===== src/rtl/core/sws_pkg.sv =====
// Package for the stop-and-wait packet sender: codes, sizes, the command
// record passed from the front end to the back end, and the back end states.
// No dependencies.
`default_nettype none
package sws_pkg;
	localparam int MAX_FRAME_BYTES_DEF = 64;
	localparam int HEADER_BYTES = 6;
	localparam int IDX_W = 7;
	localparam int ACC_W = 22;
	localparam int CMDQ_DEPTH = 4;
	localparam int CMDQ_PTR_W = 2;

	localparam logic [IDX_W-1:0] MIN_FRAME_LEN = 7'd8;

	localparam logic [1:0] OP_PAYLOAD = 2'd0;
	localparam logic [1:0] OP_RX      = 2'd1;
	localparam logic [1:0] OP_TICK    = 2'd2;

	localparam logic [1:0] RK_TX      = 2'd0;
	localparam logic [1:0] RK_ACK     = 2'd1;
	localparam logic [1:0] RK_GAVE_UP = 2'd2;

	localparam logic [2:0] CFG_NODE    = 3'd0;
	localparam logic [2:0] CFG_DEST    = 3'd1;
	localparam logic [2:0] CFG_RELAY   = 3'd2;
	localparam logic [2:0] CFG_SIZE    = 3'd3;
	localparam logic [2:0] CFG_LIMIT   = 3'd4;
	localparam logic [2:0] CFG_TIMEOUT = 3'd5;

	localparam logic [7:0] TYPE_DATA = 8'h01;
	localparam logic [7:0] TYPE_ACK  = 8'h02;
	localparam logic [7:0] SEQ_LAST  = 8'd254;

	typedef struct packed {
		logic             wr;
		logic [IDX_W-1:0] addr;
		logic [7:0]       data;
		logic             build;
		logic             emit;
		logic             rep;
		logic [1:0]       rep_kind;
		logic [IDX_W-1:0] len;
		logic [IDX_W-1:0] cnt;
		logic [7:0]       node;
		logic [7:0]       dest;
		logic [7:0]       seq;
		logic [7:0]       relay;
	} cmd_t;

	typedef enum logic [3:0] {
		B_IDLE, B_BLD, B_TAIL, B_FOLD1, B_FOLD2, B_CK_HI, B_CK_LO, B_EM_RD, B_EM_WT, B_REP
	} back_state_t;
endpackage
`default_nettype wire


===== src/rtl/core/stop_and_wait_packet_sender.sv =====
// Stop-and-wait packet sender. Any item is taken while the four-entry
// command queue has room. A frame is built one byte a cycle from header,
// payload and padding, then given its checksum, and then emitted byte by
// byte as the output register frees; an ACK or give-up report follows it.
// Asynchronous reset clears control state and restores register defaults;
// the frame memory is not cleared.
`default_nettype none
module stop_and_wait_packet_sender #(
	parameter int MAX_FRAME_BYTES = sws_pkg::MAX_FRAME_BYTES_DEF
) (
	input  wire logic        clk,
	input  wire logic        arst_n,
	input  wire logic        push,
	output logic             full,
	input  wire logic [1:0]  operation,
	input  wire logic [7:0]  data_byte,
	input  wire logic        last_byte,
	output logic             empty,
	input  wire logic        pop,
	output logic [1:0]       result_kind,
	output logic [7:0]       tx_byte,
	output logic             end_of_frame,
	input  wire logic        cfg_we,
	input  wire logic [2:0]  cfg_index,
	input  wire logic [15:0] cfg_data
);
	import sws_pkg::*;

	cmd_t front_cmd, head_cmd;
	logic front_push, q_empty, q_pop;

	sws_front #(.MAX_FRAME_BYTES(MAX_FRAME_BYTES)) u_front (
		.clk(clk), .arst_n(arst_n), .push(push), .operation(operation),
		.data_byte(data_byte), .last_byte(last_byte), .cfg_we(cfg_we),
		.cfg_index(cfg_index), .cfg_data(cfg_data), .fifo_full(full),
		.cmd_push(front_push), .cmd(front_cmd)
	);

	sws_cmd_fifo u_queue (
		.clk(clk), .arst_n(arst_n), .push(front_push), .din(front_cmd), .full(full),
		.pop(q_pop), .dout(head_cmd), .empty(q_empty)
	);

	sws_back #(.MAX_FRAME_BYTES(MAX_FRAME_BYTES)) u_back (
		.clk(clk), .arst_n(arst_n), .cmd_valid(!q_empty), .cmd(head_cmd),
		.cmd_pop(q_pop), .empty(empty), .pop(pop), .result_kind(result_kind),
		.tx_byte(tx_byte), .end_of_frame(end_of_frame)
	);
endmodule
`default_nettype wire


===== src/rtl/core/sws_front.sv =====
// Front end: configuration registers, exchange state and command issue.
// Depends on sws_pkg.
`default_nettype none
module sws_front #(
	parameter int MAX_FRAME_BYTES = sws_pkg::MAX_FRAME_BYTES_DEF
) (
	input  wire logic                clk,
	input  wire logic                arst_n,
	input  wire logic                push,
	input  wire logic [1:0]          operation,
	input  wire logic [7:0]          data_byte,
	input  wire logic                last_byte,
	input  wire logic                cfg_we,
	input  wire logic [2:0]          cfg_index,
	input  wire logic [15:0]         cfg_data,
	input  wire logic                fifo_full,
	output logic                     cmd_push,
	output sws_pkg::cmd_t            cmd
);
	import sws_pkg::*;

	localparam logic [IDX_W-1:0] MAX_LEN = IDX_W'(MAX_FRAME_BYTES);

	logic [7:0]       node_q, dest_q, relay_q, limit_q, seq_q, retry_q;
	logic [IDX_W-1:0] psize_q, pc_q, rxpos_q;
	logic [15:0]      timeout_q, elapsed_q;
	logic [7:0]       rx1_q, rx3_q, rx4_q;
	logic             await_q;

	logic [7:0]       seq_d, retry_d, rx1_d, rx3_d, rx4_d;
	logic [IDX_W-1:0] pc_d, rxpos_d, len, room, pc_inc;
	logic [15:0]      elapsed_d, el_inc;
	logic             await_d, accept;

	assign accept = push && !fifo_full;

	always_comb begin
		if (psize_q < MIN_FRAME_LEN) len = MIN_FRAME_LEN;
		else if (psize_q > MAX_LEN) len = MAX_LEN;
		else len = psize_q;
		room = len - MIN_FRAME_LEN;
	end

	always_comb begin
		seq_d = seq_q;
		retry_d = retry_q;
		elapsed_d = elapsed_q;
		await_d = await_q;
		pc_d = pc_q;
		rxpos_d = rxpos_q;
		rx1_d = rx1_q;
		rx3_d = rx3_q;
		rx4_d = rx4_q;
		pc_inc = pc_q + 7'd1;
		el_inc = (elapsed_q == 16'hFFFF) ? elapsed_q : elapsed_q + 16'd1;
		cmd_push = 1'b0;
		cmd = '0;
		cmd.len = len;
		cmd.node = node_q;
		cmd.dest = dest_q;
		cmd.seq = seq_q;
		cmd.relay = relay_q;
		cmd.addr = 7'(HEADER_BYTES) + pc_q;
		cmd.data = data_byte;
		if (accept) begin
			unique case (operation)
				OP_PAYLOAD: begin
					if (!await_q) begin
						if (pc_q < room) begin
							cmd.wr = 1'b1;
							pc_d = pc_inc;
						end
						if (last_byte) begin
							cmd.build = 1'b1;
							cmd.emit = 1'b1;
							cmd.cnt = (pc_d > room) ? room : pc_d;
							pc_d = '0;
							await_d = 1'b1;
							retry_d = '0;
							elapsed_d = '0;
						end
						cmd_push = cmd.wr || last_byte;
					end
				end
				OP_RX: begin
					if (rxpos_q == 7'd1) rx1_d = data_byte;
					if (rxpos_q == 7'd3) rx3_d = data_byte;
					if (rxpos_q == 7'd4) rx4_d = data_byte;
					if (rxpos_q != 7'd127) rxpos_d = rxpos_q + 7'd1;
					if (last_byte) begin
						rxpos_d = '0;
						rx1_d = '0;
						rx3_d = '0;
						rx4_d = '0;
						if (await_q) begin
							if (retry_q > limit_q) begin
								cmd.rep = 1'b1;
								cmd.rep_kind = RK_GAVE_UP;
							end else if ((rxpos_q == 7'd1 ? data_byte : rx1_q) == node_q
									&& (rxpos_q == 7'd4 ? data_byte : rx4_q) == seq_q
									&& (rxpos_q == 7'd3 ? data_byte : rx3_q) == TYPE_ACK) begin
								cmd.rep = 1'b1;
								cmd.rep_kind = RK_ACK;
							end
						end
					end
				end
				OP_TICK: begin
					if (await_q) begin
						if (retry_q > limit_q) begin
							cmd.rep = 1'b1;
							cmd.rep_kind = RK_GAVE_UP;
						end else if (el_inc > timeout_q) begin
							retry_d = (retry_q == 8'hFF) ? retry_q : retry_q + 8'd1;
							elapsed_d = '0;
							cmd.emit = 1'b1;
							cmd_push = 1'b1;
						end else begin
							elapsed_d = el_inc;
						end
					end
				end
				default: ;
			endcase
			// A finished exchange, acknowledged or abandoned.
			if (cmd.rep) begin
				cmd_push = 1'b1;
				await_d = 1'b0;
				retry_d = '0;
				elapsed_d = '0;
				seq_d = (seq_q == SEQ_LAST) ? 8'd0 : seq_q + 8'd1;
			end
		end
	end

	always_ff @(posedge clk or negedge arst_n) begin
		if (!arst_n) begin
			node_q <= '0;
			dest_q <= '0;
			relay_q <= '0;
			psize_q <= 7'd14;
			limit_q <= 8'd3;
			timeout_q <= 16'd5000;
			seq_q <= '0;
			retry_q <= '0;
			elapsed_q <= '0;
			await_q <= 1'b0;
			pc_q <= '0;
			rxpos_q <= '0;
			rx1_q <= '0;
			rx3_q <= '0;
			rx4_q <= '0;
		end else begin
			seq_q <= seq_d;
			retry_q <= retry_d;
			elapsed_q <= elapsed_d;
			await_q <= await_d;
			pc_q <= pc_d;
			rxpos_q <= rxpos_d;
			rx1_q <= rx1_d;
			rx3_q <= rx3_d;
			rx4_q <= rx4_d;
			if (cfg_we) begin
				unique case (cfg_index)
					CFG_NODE:    node_q <= cfg_data[7:0];
					CFG_DEST:    dest_q <= cfg_data[7:0];
					CFG_RELAY:   relay_q <= cfg_data[7:0];
					CFG_SIZE:    psize_q <= cfg_data[6:0];
					CFG_LIMIT:   limit_q <= cfg_data[7:0];
					CFG_TIMEOUT: timeout_q <= cfg_data;
					default: ;
				endcase
			end
		end
	end

	a_idle_clear: assert property (@(posedge clk) disable iff (!arst_n)
		!await_q |-> (elapsed_q == 16'd0 && retry_q == 8'd0))
		else $error("timer or retry count not clear while idle");
	a_seq_range: assert property (@(posedge clk) disable iff (!arst_n)
		seq_q != 8'hFF)
		else $error("sequence number out of range");
	a_no_overflow: assert property (@(posedge clk) disable iff (!arst_n)
		cmd_push |-> !fifo_full)
		else $error("command issued into a full queue");
endmodule
`default_nettype wire


===== src/rtl/core/sws_cmd_fifo.sv =====
// Short command queue between the front end and the back end.
// Depends on sws_pkg.
`default_nettype none
module sws_cmd_fifo (
	input  wire logic          clk,
	input  wire logic          arst_n,
	input  wire logic          push,
	input  sws_pkg::cmd_t      din,
	output logic               full,
	input  wire logic          pop,
	output sws_pkg::cmd_t      dout,
	output logic               empty
);
	import sws_pkg::*;

	cmd_t                  slot_q [CMDQ_DEPTH];
	logic [CMDQ_PTR_W-1:0] wr_q, rd_q;
	logic [CMDQ_PTR_W:0]   count_q;
	logic                  do_push, do_pop;

	assign full = (count_q == (CMDQ_PTR_W+1)'(CMDQ_DEPTH));
	assign empty = (count_q == '0);
	assign dout = slot_q[rd_q];
	assign do_push = push && !full;
	assign do_pop = pop && !empty;

	always_ff @(posedge clk) begin
		if (do_push) slot_q[wr_q] <= din;
	end

	always_ff @(posedge clk or negedge arst_n) begin
		if (!arst_n) begin
			wr_q <= '0;
			rd_q <= '0;
			count_q <= '0;
		end else begin
			if (do_push) wr_q <= wr_q + 1'b1;
			if (do_pop) rd_q <= rd_q + 1'b1;
			if (do_push && !do_pop) count_q <= count_q + 1'b1;
			else if (do_pop && !do_push) count_q <= count_q - 1'b1;
		end
	end
endmodule
`default_nettype wire


===== src/rtl/core/sws_back.sv =====
// Back end: frame memory, header and checksum build, frame emission and
// the result register. Depends on sws_pkg.
`default_nettype none
module sws_back #(
	parameter int MAX_FRAME_BYTES = sws_pkg::MAX_FRAME_BYTES_DEF
) (
	input  wire logic          clk,
	input  wire logic          arst_n,
	input  wire logic          cmd_valid,
	input  sws_pkg::cmd_t      cmd,
	output logic               cmd_pop,
	output logic               empty,
	input  wire logic          pop,
	output logic [1:0]         result_kind,
	output logic [7:0]         tx_byte,
	output logic               end_of_frame
);
	import sws_pkg::*;

	localparam int AW = $clog2(MAX_FRAME_BYTES);

	logic [7:0]       frame_mem [MAX_FRAME_BYTES];
	logic [7:0]       rdata_q;
	back_state_t      st_q, st_d;
	cmd_t             cur_q, cur_d;
	logic [IDX_W-1:0] i_q, i_d, body;
	logic [ACC_W-1:0] acc_q, acc_d, addend;
	logic             pend_v_q, pend_v_d, pend_mem_q, pend_mem_d, pend_odd_q, pend_odd_d;
	logic [7:0]       pend_val_q, pend_val_d, byte_in, hdr;
	logic             we;
	logic [IDX_W-1:0] waddr;
	logic [7:0]       wdata;
	logic             out_v_q, out_free, load;
	logic [1:0]       load_kind, kind_q;
	logic [7:0]       load_byte, byte_q;
	logic             load_eof, eof_q;

	assign body = cur_q.len - 7'd2;
	assign byte_in = pend_mem_q ? rdata_q : pend_val_q;
	assign addend = pend_odd_q ? ACC_W'({8'd0, byte_in}) : ACC_W'({byte_in, 8'd0});
	assign out_free = !out_v_q || pop;

	always_comb begin
		case (i_q)
			7'd0: hdr = cur_q.node;
			7'd1: hdr = cur_q.dest;
			7'd3: hdr = TYPE_DATA;
			7'd4: hdr = cur_q.seq;
			7'd5: hdr = cur_q.relay;
			default: hdr = 8'd0;
		endcase
	end

	always_comb begin
		st_d = st_q;
		cur_d = cur_q;
		i_d = i_q;
		acc_d = acc_q;
		pend_v_d = 1'b0;
		pend_mem_d = pend_mem_q;
		pend_val_d = pend_val_q;
		pend_odd_d = pend_odd_q;
		cmd_pop = 1'b0;
		we = 1'b0;
		waddr = i_q;
		wdata = 8'd0;
		load = 1'b0;
		load_kind = RK_TX;
		load_byte = rdata_q;
		load_eof = 1'b0;
		unique case (st_q)
			B_IDLE: begin
				if (cmd_valid) begin
					cmd_pop = 1'b1;
					cur_d = cmd;
					i_d = '0;
					acc_d = '0;
					we = cmd.wr;
					waddr = cmd.addr;
					wdata = cmd.data;
					if (cmd.build) st_d = B_BLD;
					else if (cmd.emit) st_d = B_EM_RD;
					else if (cmd.rep) st_d = B_REP;
				end
			end
			B_BLD: begin
				// Header and padding are written here; payload comes from memory.
				if (pend_v_q) acc_d = acc_q + addend;
				pend_v_d = 1'b1;
				pend_odd_d = i_q[0];
				if (i_q < 7'(HEADER_BYTES)) begin
					we = 1'b1;
					wdata = hdr;
					pend_mem_d = 1'b0;
					pend_val_d = hdr;
				end else if (i_q < 7'(HEADER_BYTES) + cur_q.cnt) begin
					pend_mem_d = 1'b1;
				end else begin
					we = 1'b1;
					pend_mem_d = 1'b0;
					pend_val_d = 8'd0;
				end
				if (i_q == body - 7'd1) st_d = B_TAIL;
				else i_d = i_q + 7'd1;
			end
			B_TAIL: begin
				if (pend_v_q) acc_d = acc_q + addend;
				st_d = B_FOLD1;
			end
			B_FOLD1: begin
				acc_d = ACC_W'(acc_q[ACC_W-1:16]) + ACC_W'(acc_q[15:0]);
				st_d = B_FOLD2;
			end
			B_FOLD2: begin
				acc_d = ACC_W'(acc_q[ACC_W-1:16]) + ACC_W'(acc_q[15:0]);
				st_d = B_CK_HI;
			end
			B_CK_HI: begin
				we = 1'b1;
				waddr = cur_q.len - 7'd2;
				wdata = ~acc_q[15:8];
				st_d = B_CK_LO;
			end
			B_CK_LO: begin
				we = 1'b1;
				waddr = cur_q.len - 7'd1;
				wdata = ~acc_q[7:0];
				i_d = '0;
				st_d = B_EM_RD;
			end
			B_EM_RD: st_d = B_EM_WT;
			B_EM_WT: begin
				if (out_free) begin
					load = 1'b1;
					load_eof = (i_q == cur_q.len - 7'd1);
					if (load_eof) st_d = cur_q.rep ? B_REP : B_IDLE;
					else begin
						i_d = i_q + 7'd1;
						st_d = B_EM_RD;
					end
				end
			end
			B_REP: begin
				if (out_free) begin
					load = 1'b1;
					load_kind = cur_q.rep_kind;
					load_byte = 8'd0;
					st_d = B_IDLE;
				end
			end
			default: st_d = B_IDLE;
		endcase
	end

	always_ff @(posedge clk) begin
		if (we) frame_mem[waddr[AW-1:0]] <= wdata;
		rdata_q <= frame_mem[i_q[AW-1:0]];
	end

	always_ff @(posedge clk) begin
		cur_q <= cur_d;
		acc_q <= acc_d;
		pend_mem_q <= pend_mem_d;
		pend_val_q <= pend_val_d;
		pend_odd_q <= pend_odd_d;
		if (load) begin
			kind_q <= load_kind;
			byte_q <= load_byte;
			eof_q <= load_eof;
		end
	end

	always_ff @(posedge clk or negedge arst_n) begin
		if (!arst_n) begin
			st_q <= B_IDLE;
			i_q <= '0;
			pend_v_q <= 1'b0;
			out_v_q <= 1'b0;
		end else begin
			st_q <= st_d;
			i_q <= i_d;
			pend_v_q <= pend_v_d;
			if (load) out_v_q <= 1'b1;
			else if (pop) out_v_q <= 1'b0;
		end
	end

	assign empty = !out_v_q;
	assign result_kind = kind_q;
	assign tx_byte = byte_q;
	assign end_of_frame = eof_q;
endmodule
`default_nettype wire

===== config.mk =====
export PLATFORM = sky130hd
export DESIGN_NAME = stop_and_wait_packet_sender
export DESIGN_NICKNAME = d
export VERILOG_FILES = /design/src/rtl/core/sws_pkg.sv /design/src/rtl/core/stop_and_wait_packet_sender.sv /design/src/rtl/core/sws_front.sv /design/src/rtl/core/sws_cmd_fifo.sv /design/src/rtl/core/sws_back.sv
export SDC_FILE = /design/constraint.sdc
export NUM_CORES = 1
export LEC_CHECK = 0
export BUFFER_PORTS_ARGS = -buffer_cell sky130_fd_sc_hd__buf_2
export CAP_MARGIN = 15
export CORE_MARGIN = 10
export CORE_UTILIZATION = 30
export CTS_CLUSTER_SIZE = 10
export DETAILED_ROUTE_END_ITERATION = 10
export HOLD_SLACK_MARGIN = 0.15
export PLACE_DENSITY = 0.47
export SLEW_MARGIN = 25
export SYNTH_ARGS = -nofsm -noshare
export SYNTH_HDL_FRONTEND = slang
export SYNTH_HIERARCHICAL = 1
export SYNTH_SLANG_ARGS = --single-unit

===== constraint.sdc =====
create_clock -name clk -period 6 [get_ports clk]
set_input_delay 0.3 -clock clk [delete_from_list [all_inputs] [get_ports clk]]
set_output_delay 0.3 -clock clk [all_outputs]
set_load 0.01 [all_outputs]

==> results_tabular.tex, run 1 <==
\begin{tabular}{lr}
\hline
Metric & Value \\
\hline
\multicolumn{2}{l}{\textbf{STA}} \\
\quad Fmax & 0.183 GHz \\
\quad Final setup slack of the worst path & 0.522 ns \\
\quad Relative max-transition margin & 31.8\% \\
\quad Minimum clock period after layout & 5.48 ns \\
\quad Measured slew at the worst slew-check pin & 1.02 ns \\
\quad Setup repair after global routing missed its margin & false \\
\quad Count of final hold-check violations & 0 \\
\quad Part of the cycle the worst path needs & 91.3\% \\
\quad Count of final setup violators & 0 \\
\quad Post-route setup TNS & 0 ns \\
\quad Clk\_skew & 0.0473 ns \\
\quad Fin. max-slew vios & 0 \\
\quad Worst hold margin & 0.261 ns \\
\multicolumn{2}{l}{\textbf{Setup path}} \\
\quad Setup slack, reg-to-reg & 0.52 ns \\
\quad Critical path buffers and inverters & 2 \\
\quad First element of the critical path & u\_front/elapsed\_q[3] \\
\quad Required time worst endpoint & 6.58 ns \\
\quad Category of the critical setup timing path & flip-flop to flip-flop \\
\quad Worst Reg2Reg Path Length in Cells & 22 \\
\quad List of cells traversed by the critical path & and4\_1 -> nand3\_1 -> nor2\_1 -> nand2\_1 -> or4\_1 -> nand4\_1 -> or3\_1 -> nand2\_1 -> ha\_1 -> a211o\_1 -> a211oi\_1 -> a211oi\_1 -> o21ai\_2 -> nor2\_1 -> nand4\_1 -> nand3\_1 -> nor2b\_1 -> buf\_4 -> ha\_1 -> inv\_1 -> fa\_1 -> mux2\_2 \\
\quad Critical Path AT & 6.06 ns \\
\quad Worst r2r dst & u\_queue/count\_q[1] \\
\quad Crit Reg-Reg Startpoint & u\_front/elapsed\_q[3] \\
\quad Total number of cells along the worst setup path & 22 \\
\quad Crit start category & flip-flop \\
\quad Family of cells with the greatest summed delay on the critical path & simple AND/OR/NAND/NOR gates \\
\quad CP max-delay cell & sky130\_fd\_sc\_hd\_\_or4\_1 \\
\quad Maximum cell stage delay along the critical path & 0.64 ns \\
\quad Largest fanout on the critical path & 10 \\
\quad Critical Path Sink Type & flip-flop \\
\multicolumn{2}{l}{\textbf{Cells and area}} \\
\quad Final standard cell utilization of the core & 34.7\% \\
\quad Final net count & 2914 \\
\quad Total of fill cells in the finished design & 13.8k \\
\quad Area delta synth->final & 14.6\% \\
\quad Fraction of final layout cells sized beyond drive strength 1 & 20.5\% \\
\multicolumn{2}{l}{\textbf{Pwr}} \\
\quad Design internal power & 16.7 mW \\
\quad Total power density per cell area & 497 nW/um\^{}2 \\
\quad Sw power & 8.58 mW \\
\quad Static Leakage & 17.2 nW \\
\quad Switching power share of the total & 34.0\% \\
\quad Clock share of power & 26.4\% \\
\quad Post-layout total power & 25.3 mW \\
\quad Logic pwr share & 30.5\% \\
\quad Maximum vdd ir drop & 342 uV \\
\quad Part of the total power dissipated in sequential elements & 43.1\% \\
\multicolumn{2}{l}{\textbf{Global route}} \\
\quad GRT Util Overall & 13.5\% \\
\quad Pin count of the biggest net entering global routing & 92 \\
\quad Initial antenna violation count & 3 \\
\quad Grt total ovfl & 0 \\
\quad Number of global-route vias before repair & 25.7k \\
\quad Global-route wire length before repair & 168 mm \\
\multicolumn{2}{l}{\textbf{Routing}} \\
\quad DRT Pass-1 Iters & 6 \\
\quad Final Routed Wirelength & 112 mm \\
\quad ANT nets after route & 0 \\
\quad Per-cell via count in the routed design & 5.06 \\
\quad DR iter-0 viols & 1797 \\
\quad Number of DRC violations after detailed routing & 0 \\
\quad Routed vias & 24.2k \\
\quad Routed WL per cell & 23.3 microns \\
\multicolumn{2}{l}{\textbf{Worst hold path}} \\
\quad Classification of the worst-slack hold path & primary input to flip-flop \\
\quad Endpoint with the worst hold slack & u\_front/await\_q \\
\quad Hold Path Cell Cnt & 5 \\
\quad Source of the worst hold timing path & operation[0] \\
\multicolumn{2}{l}{\textbf{Yosys}} \\
\quad Gate count after technology mapping & 2651 \\
\quad Count of yosys warnings during synthesis & 6 \\
\quad Synth Area per Inst & 16.7 sq um \\
\quad Mapped cell area & 44300 sq um \\
\multicolumn{2}{l}{\textbf{Run status}} \\
\quad Result of the run & finished clean \\
\multicolumn{2}{l}{\textbf{Clocking}} \\
\quad Clock tree from TritonCTS & built \\
\quad TritonCTS sink count & 1022 \\
\quad Number of H-tree levels & 3 \\
\quad Clock latency on the worst-skew pair & 0.74 ns \\
\quad Root buffer selected by CTS & sky130\_fd\_sc\_hd\_\_clkbuf\_16 \\
\quad Clock Pin Slew Worst Setup and Hold Paths & 0.06 ns \\
\quad Buffers from clock root to sink, at most & 3 \\
\quad Total clock buffers created by CTS & 118 \\
\multicolumn{2}{l}{\textbf{Job}} \\
\quad Number of violations of the max-capacitance limit & 0 \\
\multicolumn{2}{l}{\textbf{Floorplanning}} \\
\quad Starting Density & 30.3\% \\
\quad \# rows & 140 \\
\quad Area of the die & 163000 sq um \\
\quad Die height & 404 microns \\
\quad Core outline area & 146000 sq um \\
\quad Die boundary width & 404 microns \\
\quad Number of top-level pins & 48 \\
\multicolumn{2}{l}{\textbf{Place}} \\
\quad Post-Place Setup Slack & 0.345 ns \\
\quad PortBufs & 47 \\
\quad GP Congestion & 0.820 \\
\quad HPWL after detailed placement & 72.2 mm \\
\hline
\end{tabular}
repair_timing:
item / in CTS / in global routing
hold endpoints to repair: 205 / 28
hold buffers: 42 / 1
setup buffers: 0 / 0
endpoints found under the setup margin: 0 / 1
gates resized for setup: 0 / 1
per-layer routing:
| layer | track usage, % | vias to the layer above | share of wire, % |
|---|---|---|---|
| li1 | - | 10748 | - |
| met1 | 18.0 | 12640 | 44 |
| met2 | 22.6 | 660 | 49 |
| met3 | 2.22 | 171 | 4.7 |
| met4 | 3.93 | 0 | 2.4 |
| met5 | 0 | - | 0 |
how the worst max path moves through the flow:
stage                                 endpoint  slack (ns)
after floorplan           u_queue/slot_q[0][0]        0.38
after global placement      u_queue/count_q[1]        0.41
after detailed placement    u_queue/count_q[1]        0.35
after CTS                   u_queue/count_q[1]        0.33
after global routing        u_queue/count_q[2]        0.07
final                       u_queue/count_q[1]        0.52
cell usage in the layout, fill, tap and decap left out, types with 12 or more instances in the layout:
master and n:
sky130_fd_sc_hd__nand3_1 42, sky130_fd_sc_hd__nand2_1 149, sky130_fd_sc_hd__mux2i_1 14, sky130_fd_sc_hd__a21oi_1 61, sky130_fd_sc_hd__nand4_1 17, sky130_fd_sc_hd__a22oi_1 23
sky130_fd_sc_hd__and3_1 19, sky130_fd_sc_hd__dfrtp_1 130, sky130_fd_sc_hd__nor3_1 17, sky130_fd_sc_hd__a31oi_1 12, sky130_fd_sc_hd__mux2_2 61, sky130_fd_sc_hd__a22o_1 12
sky130_fd_sc_hd__o22ai_1 43, sky130_fd_sc_hd__ha_1 93, sky130_fd_sc_hd__inv_1 83, sky130_fd_sc_hd__clkbuf_1 63, sky130_fd_sc_hd__dlygate4sd3_1 43, sky130_fd_sc_hd__and2_1 21
sky130_fd_sc_hd__xnor2_1 51, sky130_fd_sc_hd__buf_2 46, sky130_fd_sc_hd__edfxtp_1 868, sky130_fd_sc_hd__clkbuf_16 119, sky130_fd_sc_hd__or3_1 14, sky130_fd_sc_hd__a21o_1 17
sky130_fd_sc_hd__nor2_1 157, sky130_fd_sc_hd__xor2_1 38, sky130_fd_sc_hd__mux4_2 234, sky130_fd_sc_hd__buf_4 38, sky130_fd_sc_hd__nor2b_1 32, sky130_fd_sc_hd__nand2b_1 20
sky130_fd_sc_hd__o21ai_0 86
power by group through the flow:
stage	Clock, mW	Combinational (mW)	Sequential, mW
after detailed placement	0	7.79	11.0
after CTS	6.87	7.85	10.9
after floorplan	0	5.26	10.5
final	6.66	7.71	10.9
after global placement	0	7.61	11.0
after global routing	7.17	8.39	11.0
per-stage QoR:
stage / area (sq um) / cells
final: 50800 / 4786
after detailed placement: 46800 / 4536
after global routing: 50800 / 4785
after floorplan: 44300 / 2652
after CTS: 50700 / 4783
after global placement: 46800 / 4536
registers in the layout, summed over array words and instances, names as in the netlist, 8 cells and up:
| register | count |
|---|---|
| u_back/acc_q | 22 |
| u_back/cur_q | 49 |
| u_back/frame_mem | 512 |
| u_back/pend_val_q | 8 |
| u_back/rdata_q | 8 |
| u_back/tx_byte | 8 |
| u_front/dest_q | 8 |
| u_front/elapsed_q | 16 |
| u_front/limit_q | 8 |
| u_front/node_q | 8 |
| u_front/relay_q | 8 |
| u_front/retry_q | 8 |
| u_front/rx1_q | 8 |
| u_front/rx3_q | 8 |
| u_front/rx4_q | 8 |
| u_front/seq_q | 8 |
| u_front/timeout_q | 16 |
| u_queue/slot_q | 264 |
cell type report:
type	instances	area, sq um	share of cell area, %
inverters	85	319	0.628
clock buffers	188	3300	6.49
multi-input cells	1421	13500	26.6
flip-flops and latches	1022	29900	58.9
well taps	1917	2400	4.72
diodes	1	2.50	0.00493
clock inverters	17	251	0.495
repair buffers	135	1100	2.18
worst register-to-register path: stages, from the launching register on:
cell                       delay (ns)
sky130_fd_sc_hd__dfrtp_1         0.47
sky130_fd_sc_hd__and4_1          0.30
sky130_fd_sc_hd__nand3_1         0.12
sky130_fd_sc_hd__nor2_1          0.23
sky130_fd_sc_hd__nand2_1         0.12
sky130_fd_sc_hd__or4_1           0.64
sky130_fd_sc_hd__nand4_1         0.36
sky130_fd_sc_hd__or3_1           0.19
sky130_fd_sc_hd__nand2_1         0.06
sky130_fd_sc_hd__ha_1            0.32
sky130_fd_sc_hd__a211o_1         0.29
sky130_fd_sc_hd__a211oi_1        0.23
sky130_fd_sc_hd__a211oi_1        0.12
sky130_fd_sc_hd__o21ai_2         0.32
sky130_fd_sc_hd__nor2_1          0.10
sky130_fd_sc_hd__nand4_1         0.13
sky130_fd_sc_hd__nand3_1         0.07
sky130_fd_sc_hd__nor2b_1         0.16
sky130_fd_sc_hd__buf_4           0.18
sky130_fd_sc_hd__ha_1            0.23
sky130_fd_sc_hd__inv_1           0.08
sky130_fd_sc_hd__fa_1            0.41
sky130_fd_sc_hd__mux2_2          0.27
Power figures use the tool's default switching activity.
==> run 2, diff against run 1 <==
--- a/config.mk
+++ b/config.mk
@@ -12,7 +12,8 @@
 export CTS_CLUSTER_SIZE = 10
 export DETAILED_ROUTE_END_ITERATION = 10
 export HOLD_SLACK_MARGIN = 0.15
-export PLACE_DENSITY = 0.47
+export PLACE_DENSITY_LB_ADDON = 0.25
+export SETUP_SLACK_MARGIN = 0.2
 export SLEW_MARGIN = 25
 export SYNTH_ARGS = -nofsm -noshare
 export SYNTH_HDL_FRONTEND = slang
==> run 2 against run 1 <==
  * Clock skew decreased by 0.014 ns
  * Worst hold slack lost 0.039 ns
  * Critical path depth grew 1
  * Via count shrank 1.2%
  * Wire length down 3.0%
  * Worst setup slack gained 0.22 ns
  * Design area decreased by 0.31%
  * Power down 1.5%
  * Critical endpoint unchanged
  * Largest power group unchanged
==> results_tabular.tex, run 2 (synthesized netlist as in run 1, its figures left out) <==
\begin{tabular}{lr}
\hline
Metric & Value \\
\hline
\multicolumn{2}{l}{\textbf{STA}} \\
\quad Minimum clock period after layout & 5.25 ns \\
\quad Clk\_skew & 0.0332 ns \\
\quad Part of the cycle the worst path needs & 87.6\% \\
\quad Relative max-transition margin & 29.3\% \\
\quad Fin. max-slew vios & 0 \\
\quad Count of final setup violators & 0 \\
\quad Fmax & 0.190 GHz \\
\quad Setup repair after global routing missed its margin & false \\
\quad Post-route setup TNS & 0 ns \\
\quad Measured slew at the worst slew-check pin & 1.06 ns \\
\quad Count of final hold-check violations & 0 \\
\multicolumn{2}{l}{\textbf{Routing}} \\
\quad Per-cell via count in the routed design & 5.01 \\
\quad Routed WL per cell & 22.6 microns \\
\quad Number of DRC violations after detailed routing & 0 \\
\quad DR iter-0 viols & 1575 \\
\quad DRT Pass-1 Iters & 6 \\
\quad ANT nets after route & 0 \\
\quad Final Routed Wirelength & 108 mm \\
\quad Routed vias & 23.9k \\
\multicolumn{2}{l}{\textbf{Setup path}} \\
\quad Largest fanout on the critical path & 8 \\
\quad Category of the critical setup timing path & flip-flop to flip-flop \\
\quad Critical Path Sink Type & flip-flop \\
\quad Crit start category & flip-flop \\
\quad Critical Path AT & 5.85 ns \\
\quad Required time worst endpoint & 6.59 ns \\
\multicolumn{2}{l}{\textbf{Clocking}} \\
\quad Clock Pin Slew Worst Setup and Hold Paths & 0.06 ns \\
\quad Total clock buffers created by CTS & 115 \\
\quad Root buffer selected by CTS & sky130\_fd\_sc\_hd\_\_clkbuf\_16 \\
\quad Clock tree from TritonCTS & built \\
\quad Buffers from clock root to sink, at most & 3 \\
\quad TritonCTS sink count & 1022 \\
\quad Number of H-tree levels & 3 \\
\quad Clock latency on the worst-skew pair & 0.72 ns \\
\multicolumn{2}{l}{\textbf{Global route}} \\
\quad Global-route track usage on met2 & 21.6\% \\
\quad Global-route track usage on met1 & 17.9\% \\
\quad Grt met3 use & 2.09\% \\
\quad Layer with the highest usage & met2 \\
\quad Pin count of the biggest net entering global routing & 107 \\
\quad Global-route wire length before repair & 164 mm \\
\quad GRT Util Overall & 13.1\% \\
\quad Grt total ovfl & 0 \\
\quad Number of global-route vias before repair & 24.8k \\
\quad Initial antenna violation count & 1 \\
\multicolumn{2}{l}{\textbf{Cells and area}} \\
\quad Multi-input gate area & 13500 sq um \\
\quad Commonest non-fill, non-tap cell in the layout & sky130\_fd\_sc\_hd\_\_edfxtp\_1 \\
\quad Final Non-Filler Cells & 4778 \\
\quad Fraction of final layout cells sized beyond drive strength 1 & 20.1\% \\
\quad Max reg flops & 512 \\
\quad Summed area of non-filler cells in the final layout & 50600 sq um \\
\quad Area delta synth->final & 14.3\% \\
\quad Total of fill cells in the finished design & 13.8k \\
\quad Most frequent cells in the layout & sky130\_fd\_sc\_hd\_\_edfxtp\_1, sky130\_fd\_sc\_hd\_\_mux4\_2, sky130\_fd\_sc\_hd\_\_nor2\_1 \\
\quad Footprint of the flip-flops and latches & 29900 sq um \\
\quad Antenna diode instance count & 0 \\
\quad Final net count & 2914 \\
\multicolumn{2}{l}{\textbf{Place}} \\
\quad Placed Instances & 4532 \\
\quad Total cell area at the placement stage & 46800 sq um \\
\quad GP Congestion & 0.797 \\
\quad HPWL after detailed placement & 69.3 mm \\
\quad PortBufs & 47 \\
\multicolumn{2}{l}{\textbf{Pwr}} \\
\quad Total power density per cell area & 491 nW/um\^{}2 \\
\quad Static Leakage & 17.1 nW \\
\quad Maximum vdd ir drop & 335 uV \\
\quad Post-layout total power & 24.9 mW \\
\multicolumn{2}{l}{\textbf{Floorplanning}} \\
\quad Area of the die & 163000 sq um \\
\quad \# rows & 140 \\
\quad Core outline area & 146000 sq um \\
\quad Number of top-level pins & 48 \\
\quad Die height & 404 microns \\
\quad Starting Density & 30.3\% \\
\quad Die boundary width & 404 microns \\
\multicolumn{2}{l}{\textbf{Job}} \\
\quad Number of violations of the max-capacitance limit & 0 \\
\multicolumn{2}{l}{\textbf{Worst hold path}} \\
\quad Classification of the worst-slack hold path & primary input to async pin \\
\multicolumn{2}{l}{\textbf{Run status}} \\
\quad Result of the run & finished clean \\
\hline
\end{tabular}
[run 2: cell count changes in the layout (fill, tap and decap cells not counted), sizes merged]
cell / change
buf: -3
clkinv: -5
clkbuf: -2
diode: -1
bufinv: -2
inv: -1
dlygate4sd3: +6
[run 2: layer usage]
metal  wire [microns]  share of wire, %  vias to the layer above
met5                0                 0                        -
met2            52400                48                      491
met1            49000                45                    12546
li1                 -                 -                    10757
met3             4210               3.9                      139
met4             2570               2.4                        0
[run 2: area by class of cell]
class	instances	share of cell area (%)
repair buffers	138	2.27
well taps	1917	4.74
flip-flops and latches	1022	59.1
multi-input cells	1421	26.7
clock buffers	186	6.37
clock inverters	9	0.225
inverters	85	0.630
[run 2: stage by stage]
stage | hold slack, ns | setup slack, ns | utilization (%)
global route | 0.204 | 0.277 | 34.6
detailed placement | 0.457 | 0.538 | 32.0
CTS | 0.177 | 0.511 | 34.6
finish | 0.223 | 0.747 | 34.6
global placement | 0.457 | 0.511 | 31.9
floorplan | 0.00441 | 0.379 | -
[run 2: worst max-delay path: stages (launching register included)]
cell                       delay, ns
sky130_fd_sc_hd__dfrtp_1        0.47
sky130_fd_sc_hd__and4_1         0.30
sky130_fd_sc_hd__nand3_1        0.14
sky130_fd_sc_hd__nor2_2         0.16
sky130_fd_sc_hd__nand2_1        0.10
sky130_fd_sc_hd__or4_1          0.64
sky130_fd_sc_hd__nand4_1        0.16
sky130_fd_sc_hd__buf_4          0.17
sky130_fd_sc_hd__or3_1          0.12
sky130_fd_sc_hd__nand2_1        0.05
sky130_fd_sc_hd__ha_1           0.32
sky130_fd_sc_hd__a211o_1        0.29
sky130_fd_sc_hd__a211oi_1       0.21
sky130_fd_sc_hd__a211oi_1       0.11
sky130_fd_sc_hd__o21ai_1        0.29
sky130_fd_sc_hd__nor2_1         0.09
sky130_fd_sc_hd__nand4_1        0.12
sky130_fd_sc_hd__nand3_1        0.09
sky130_fd_sc_hd__nor2b_1        0.17
sky130_fd_sc_hd__buf_4          0.18
sky130_fd_sc_hd__ha_1           0.22
sky130_fd_sc_hd__inv_1          0.07
sky130_fd_sc_hd__fa_1           0.40
sky130_fd_sc_hd__mux2_2         0.26
[run 2: path summary, 6_finish.rpt]
kind,slack (ns),cells after the start,to,startpoint
worst max-delay path,0.75,23,u_queue/count_q[1],u_front/elapsed_q[3]
worst min-delay path,0.22,2,u_front/rx3_q[5],arst_n
worst max register to register,0.75,23,u_queue/count_q[1],u_front/elapsed_q[3]
worst min register to register,0.48,1,u_front/elapsed_q[9],u_front/elapsed_q[9]
max in group asynchronous,4.22,3,u_queue/rd_q[1],arst_n
min in group clk,0.24,3,u_front/dest_q[4],cfg_we
[run 2: timing repair]
action / in CTS / in global routing
gates resized for setup: 0 / 1
endpoints found under the hold margin: 200 / 0
endpoints found under the setup margin: 0 / 137
setup buffers: 0 / 2
hold buffers: 49 / 0
[run 2: power breakdown]
part | switching [mW] | total, mW | internal [mW]
clock | 2.72 | 6.39 | 3.67
combinational | 4.78 | 7.59 | 2.81
sequential | 0.899 | 10.9 | 10.0
total | 8.40 | 24.9 | 16.5
==> run 3, diff against run 2 <==
--- a/config.mk
+++ b/config.mk
@@ -17,5 +17,4 @@
 export SLEW_MARGIN = 25
 export SYNTH_ARGS = -nofsm -noshare
 export SYNTH_HDL_FRONTEND = slang
-export SYNTH_HIERARCHICAL = 1
 export SYNTH_SLANG_ARGS = --single-unit
==> run 3 against run 2 <==
  * Flip-flop and latch count unchanged
  * Critical endpoint is now u_queue.count_q[2]
  * Critical path depth decreased by 1
  * Cell count decreased by 0.94%
  * Fmax increased by 3.9%
  * Wire length decreased by 1.2%
  * Count of clock-buffer cells in the layout decreased by 22
  * Clock skew increased by 0.0093 ns
  * Core utilization about the same
  * Clock power decreased by 0.6%
  * Non-clock buffer count unchanged
  * Synthesized cell count decreased by 1.8%
==> results_tabular.tex, run 3 <==
\begin{tabular}{lr}
\hline
Metric & Value \\
\hline
\multicolumn{2}{l}{\textbf{Yosys}} \\
\quad Combinational family with the most area after synthesis & multiplexers \\
\quad Multiplexer share of the synthesized area & 14.0\% \\
\quad Area share of fa/ha/maj cells after synthesis & 2.79\% \\
\quad Synth area leader & sky130\_fd\_sc\_hd\_\_edfxtp\_1 \\
\quad Total of flip-flops plus latches after synthesis & 1022 \\
\quad Count of yosys warnings during synthesis & 0 \\
\quad Dominant cell by count in the synthesized netlist & sky130\_fd\_sc\_hd\_\_edfxtp\_1 \\
\quad Compound-gate portion of the synthesized area & 5.58\% \\
\quad Prevailing post-synth register cell & sky130\_fd\_sc\_hd\_\_edfxtp\_1 \\
\quad Top post-synthesis cells by area & sky130\_fd\_sc\_hd\_\_edfxtp\_1, sky130\_fd\_sc\_hd\_\_mux4\_2, sky130\_fd\_sc\_hd\_\_dfrtp\_1, sky130\_fd\_sc\_hd\_\_ha\_1, sky130\_fd\_sc\_hd\_\_mux2\_2 \\
\quad Post-synth top cells & sky130\_fd\_sc\_hd\_\_edfxtp\_1, sky130\_fd\_sc\_hd\_\_mux4\_2, sky130\_fd\_sc\_hd\_\_nor2\_1 \\
\quad Synth Area per Inst & 16.8 sq um \\
\quad Gate count after technology mapping & 2603 \\
\quad Mapped cell area & 43800 sq um \\
\quad Post-synthesis sequential area ratio & 68.2\% \\
\quad Fraction of synthesis flops using an asynchronous set or reset pin & 14.3\% \\
\quad EDFF count, synth & 868 \\
\quad Basic-gate share of the synthesized area counting and, or, nand and nor cells & 5.72\% \\
\quad Cell variety after synth & 85 \\
\quad XOR/XNOR Fraction of Synth Area & 1.98\% \\
\quad Share of Yosys cell area claimed by the top area cell type & 59.5\% \\
\multicolumn{2}{l}{\textbf{Clocking}} \\
\quad Number of H-tree levels & 3 \\
\quad Root buffer selected by CTS & sky130\_fd\_sc\_hd\_\_clkbuf\_16 \\
\quad Clock Pin Slew Worst Setup and Hold Paths & 0.06 ns \\
\quad Post-CTS setup-driven buffer insertion count & 0 \\
\quad Clock tree from TritonCTS & built \\
\quad Clock latency on the worst-skew pair & 0.73 ns \\
\quad TritonCTS sink count & 1022 \\
\quad Buffers from clock root to sink, at most & 3 \\
\quad Total clock buffers created by CTS & 115 \\
\multicolumn{2}{l}{\textbf{Floorplanning}} \\
\quad \# rows & 140 \\
\quad Starting Density & 30.1\% \\
\quad Core outline area & 145000 sq um \\
\quad Die height & 402 microns \\
\quad Die boundary width & 402 microns \\
\quad Area of the die & 162000 sq um \\
\quad Number of top-level pins & 48 \\
\multicolumn{2}{l}{\textbf{Global route}} \\
\quad Global-route wire length before repair & 163 mm \\
\quad Number of global-route vias before repair & 24.9k \\
\quad Initial antenna violation count & 2 \\
\quad GRT Util Overall & 13.1\% \\
\quad Grt total ovfl & 0 \\
\quad Pin count of the biggest net entering global routing & 92 \\
\multicolumn{2}{l}{\textbf{Pwr}} \\
\quad Static Leakage & 16.9 nW \\
\quad Post-layout total power & 25.0 mW \\
\quad Total power density per cell area & 497 nW/um\^{}2 \\
\quad Maximum vdd ir drop & 262 uV \\
\multicolumn{2}{l}{\textbf{Cells and area}} \\
\quad Final standard cell utilization of the core & 34.6\% \\
\quad Total of fill cells in the finished design & 13.7k \\
\quad Commonest non-fill, non-tap cell in the layout & sky130\_fd\_sc\_hd\_\_edfxtp\_1 \\
\quad Final net count & 2882 \\
\quad Max reg flops & 512 \\
\quad Area delta synth->final & 14.7\% \\
\quad Most frequent cells in the layout & sky130\_fd\_sc\_hd\_\_edfxtp\_1, sky130\_fd\_sc\_hd\_\_mux4\_2, sky130\_fd\_sc\_hd\_\_nor2\_1 \\
\quad Fraction of final layout cells sized beyond drive strength 1 & 21.0\% \\
\multicolumn{2}{l}{\textbf{Routing}} \\
\quad Final Routed Wirelength & 107 mm \\
\quad DR iter-0 viols & 1705 \\
\quad Routed vias & 23.8k \\
\quad Number of DRC violations after detailed routing & 0 \\
\quad DRT Pass-1 Iters & 5 \\
\quad ANT nets after route & 0 \\
\quad Routed WL per cell & 22.6 microns \\
\quad Per-cell via count in the routed design & 5.02 \\
\multicolumn{2}{l}{\textbf{STA}} \\
\quad Clk\_skew & 0.0425 ns \\
\quad Count of final hold-check violations & 0 \\
\quad Minimum clock period after layout & 5.06 ns \\
\quad Fin. max-slew vios & 0 \\
\quad Count of final setup violators & 0 \\
\quad Measured slew at the worst slew-check pin & 0.961 ns \\
\quad Part of the cycle the worst path needs & 84.3\% \\
\quad Fmax & 0.198 GHz \\
\quad Post-route setup TNS & 0 ns \\
\quad Relative max-transition margin & 36.0\% \\
\quad Setup repair after global routing missed its margin & false \\
\multicolumn{2}{l}{\textbf{Worst hold path}} \\
\quad Classification of the worst-slack hold path & primary input to async pin \\
\multicolumn{2}{l}{\textbf{Setup path}} \\
\quad Category of the critical setup timing path & flip-flop to flip-flop \\
\quad Maximum cell stage delay along the critical path & 0.52 ns \\
\quad Required time worst endpoint & 6.62 ns \\
\quad Critical path buffers and inverters & 2 \\
\quad Family of cells with the greatest summed delay on the critical path & simple AND/OR/NAND/NOR gates \\
\quad Critical Path Sink Type & flip-flop \\
\quad List of cells traversed by the critical path & nand4\_1 -> nor2\_1 -> nand3\_1 -> or3\_1 -> nand2b\_2 -> nor2\_1 -> xor2\_1 -> ha\_1 -> nand4\_1 -> nor2\_1 -> nand3\_1 -> nor3\_1 -> o32ai\_1 -> buf\_4 -> o31ai\_2 -> or3\_1 -> ha\_1 -> inv\_1 -> fa\_1 -> xor2\_1 -> nor2\_1 -> xor2\_1 \\
\quad Critical Path AT & 5.67 ns \\
\quad Top cell by count, worst path & sky130\_fd\_sc\_hd\_\_nor2\_1 \\
\quad Crit start category & flip-flop \\
\quad Largest fanout on the critical path & 8 \\
\quad CP max-delay cell & sky130\_fd\_sc\_hd\_\_or3\_1 \\
\multicolumn{2}{l}{\textbf{Place}} \\
\quad PortBufs & 47 \\
\quad GP Congestion & 0.811 \\
\quad HPWL after detailed placement & 70.7 mm \\
\multicolumn{2}{l}{\textbf{Job}} \\
\quad Number of violations of the max-capacitance limit & 0 \\
\multicolumn{2}{l}{\textbf{Run status}} \\
\quad Result of the run & finished clean \\
\hline
\end{tabular}
-- run 3: worst register-to-register path, stage by stage (launching register included) --
cell and delay (ns):
sky130_fd_sc_hd__dfrtp_1 0.48, sky130_fd_sc_hd__nand4_1 0.17, sky130_fd_sc_hd__nor2_1 0.20, sky130_fd_sc_hd__nand3_1 0.21, sky130_fd_sc_hd__or3_1 0.52, sky130_fd_sc_hd__nand2b_2 0.21
sky130_fd_sc_hd__nor2_1 0.09, sky130_fd_sc_hd__xor2_1 0.14, sky130_fd_sc_hd__ha_1 0.30, sky130_fd_sc_hd__nand4_1 0.11, sky130_fd_sc_hd__nor2_1 0.11, sky130_fd_sc_hd__nand3_1 0.12
sky130_fd_sc_hd__nor3_1 0.19, sky130_fd_sc_hd__o32ai_1 0.09, sky130_fd_sc_hd__buf_4 0.17, sky130_fd_sc_hd__o31ai_2 0.44, sky130_fd_sc_hd__or3_1 0.33, sky130_fd_sc_hd__ha_1 0.24
sky130_fd_sc_hd__inv_1 0.06, sky130_fd_sc_hd__fa_1 0.37, sky130_fd_sc_hd__xor2_1 0.17, sky130_fd_sc_hd__nor2_1 0.11, sky130_fd_sc_hd__xor2_1 0.17
-- run 3: layout make-up --
type	count	area (sq um)	area share, %
diodes	2	5.00	0.00996
clock inverters	16	234	0.465
repair buffers	138	1060	2.11
well taps	1917	2400	4.77
clock buffers	164	3070	6.11
inverters	85	319	0.635
flip-flops and latches	1022	29900	59.5
multi-input cells	1389	13300	26.4
-- run 3: logic make-up (layout without fill, tap and decap cells) --
group,after synthesis,after routing
simple gates,515,515
flops,1022,1022
mux,313,313
xor+xnor,96,96
buf+inv,195,403
other cells,1,6
compound gates,365,365
fa+ha+maj,96,96
-- run 3: through the flow --
| step | hold slack [ns] | worst slack (ns) | std cells | instance area [sq um] |
|---|---|---|---|---|
| floorplan | 0.00441 | 0.453 | 2606 | 43800 |
| global route | 0.236 | 0.337 | 4731 | 50300 |
| detailed placement | 0.467 | 0.609 | 4517 | 46600 |
| finish | 0.170 | 0.943 | 4733 | 50300 |
| CTS | 0.205 | 0.580 | 4731 | 50300 |
| global placement | 0.469 | 0.672 | 4516 | 46600 |
-- run 3: final timing paths --
check                           slack [ns]  depth (start not counted)            startpoint                    end
worst max-delay path                  0.94                         22  u_front.elapsed_q[3]     u_queue.count_q[2]
worst min-delay path                  0.17                          2                arst_n       u_front.rx1_q[1]
worst max register to register        0.94                         22  u_front.elapsed_q[3]     u_queue.count_q[2]
worst min register to register        0.50                          1    u_queue.count_q[2]     u_queue.count_q[2]
max in group asynchronous             4.41                          3                arst_n  u_front.timeout_q[13]
min in group clk                      0.27                          4          cfg_index[2]     u_front.relay_q[2]
-- run 3: what timing repair did --
action                     CTS  global route
hold endpoints to repair   207             0
setup endpoints to repair    0           140
resized for setup            0             2
hold buffers                34             0
-- run 3: layer usage --
layer / up-vias / GRT usage, % / wire (microns)
met1: 12442 / 17.5 / 47300
met5: - / 0 / 0
met3: 161 / 2.24 / 4650
met4: 0 / 3.45 / 2630
li1: 10573 / - / -
met2: 591 / 21.8 / 52400
-- run 3: report_power, final --
group          total (mW)  internal, mW  switching [mW]
clock                6.35          3.61            2.74
combinational        7.74          2.80            4.94
sequential           10.9          10.1           0.799
total                25.0          16.5            8.49
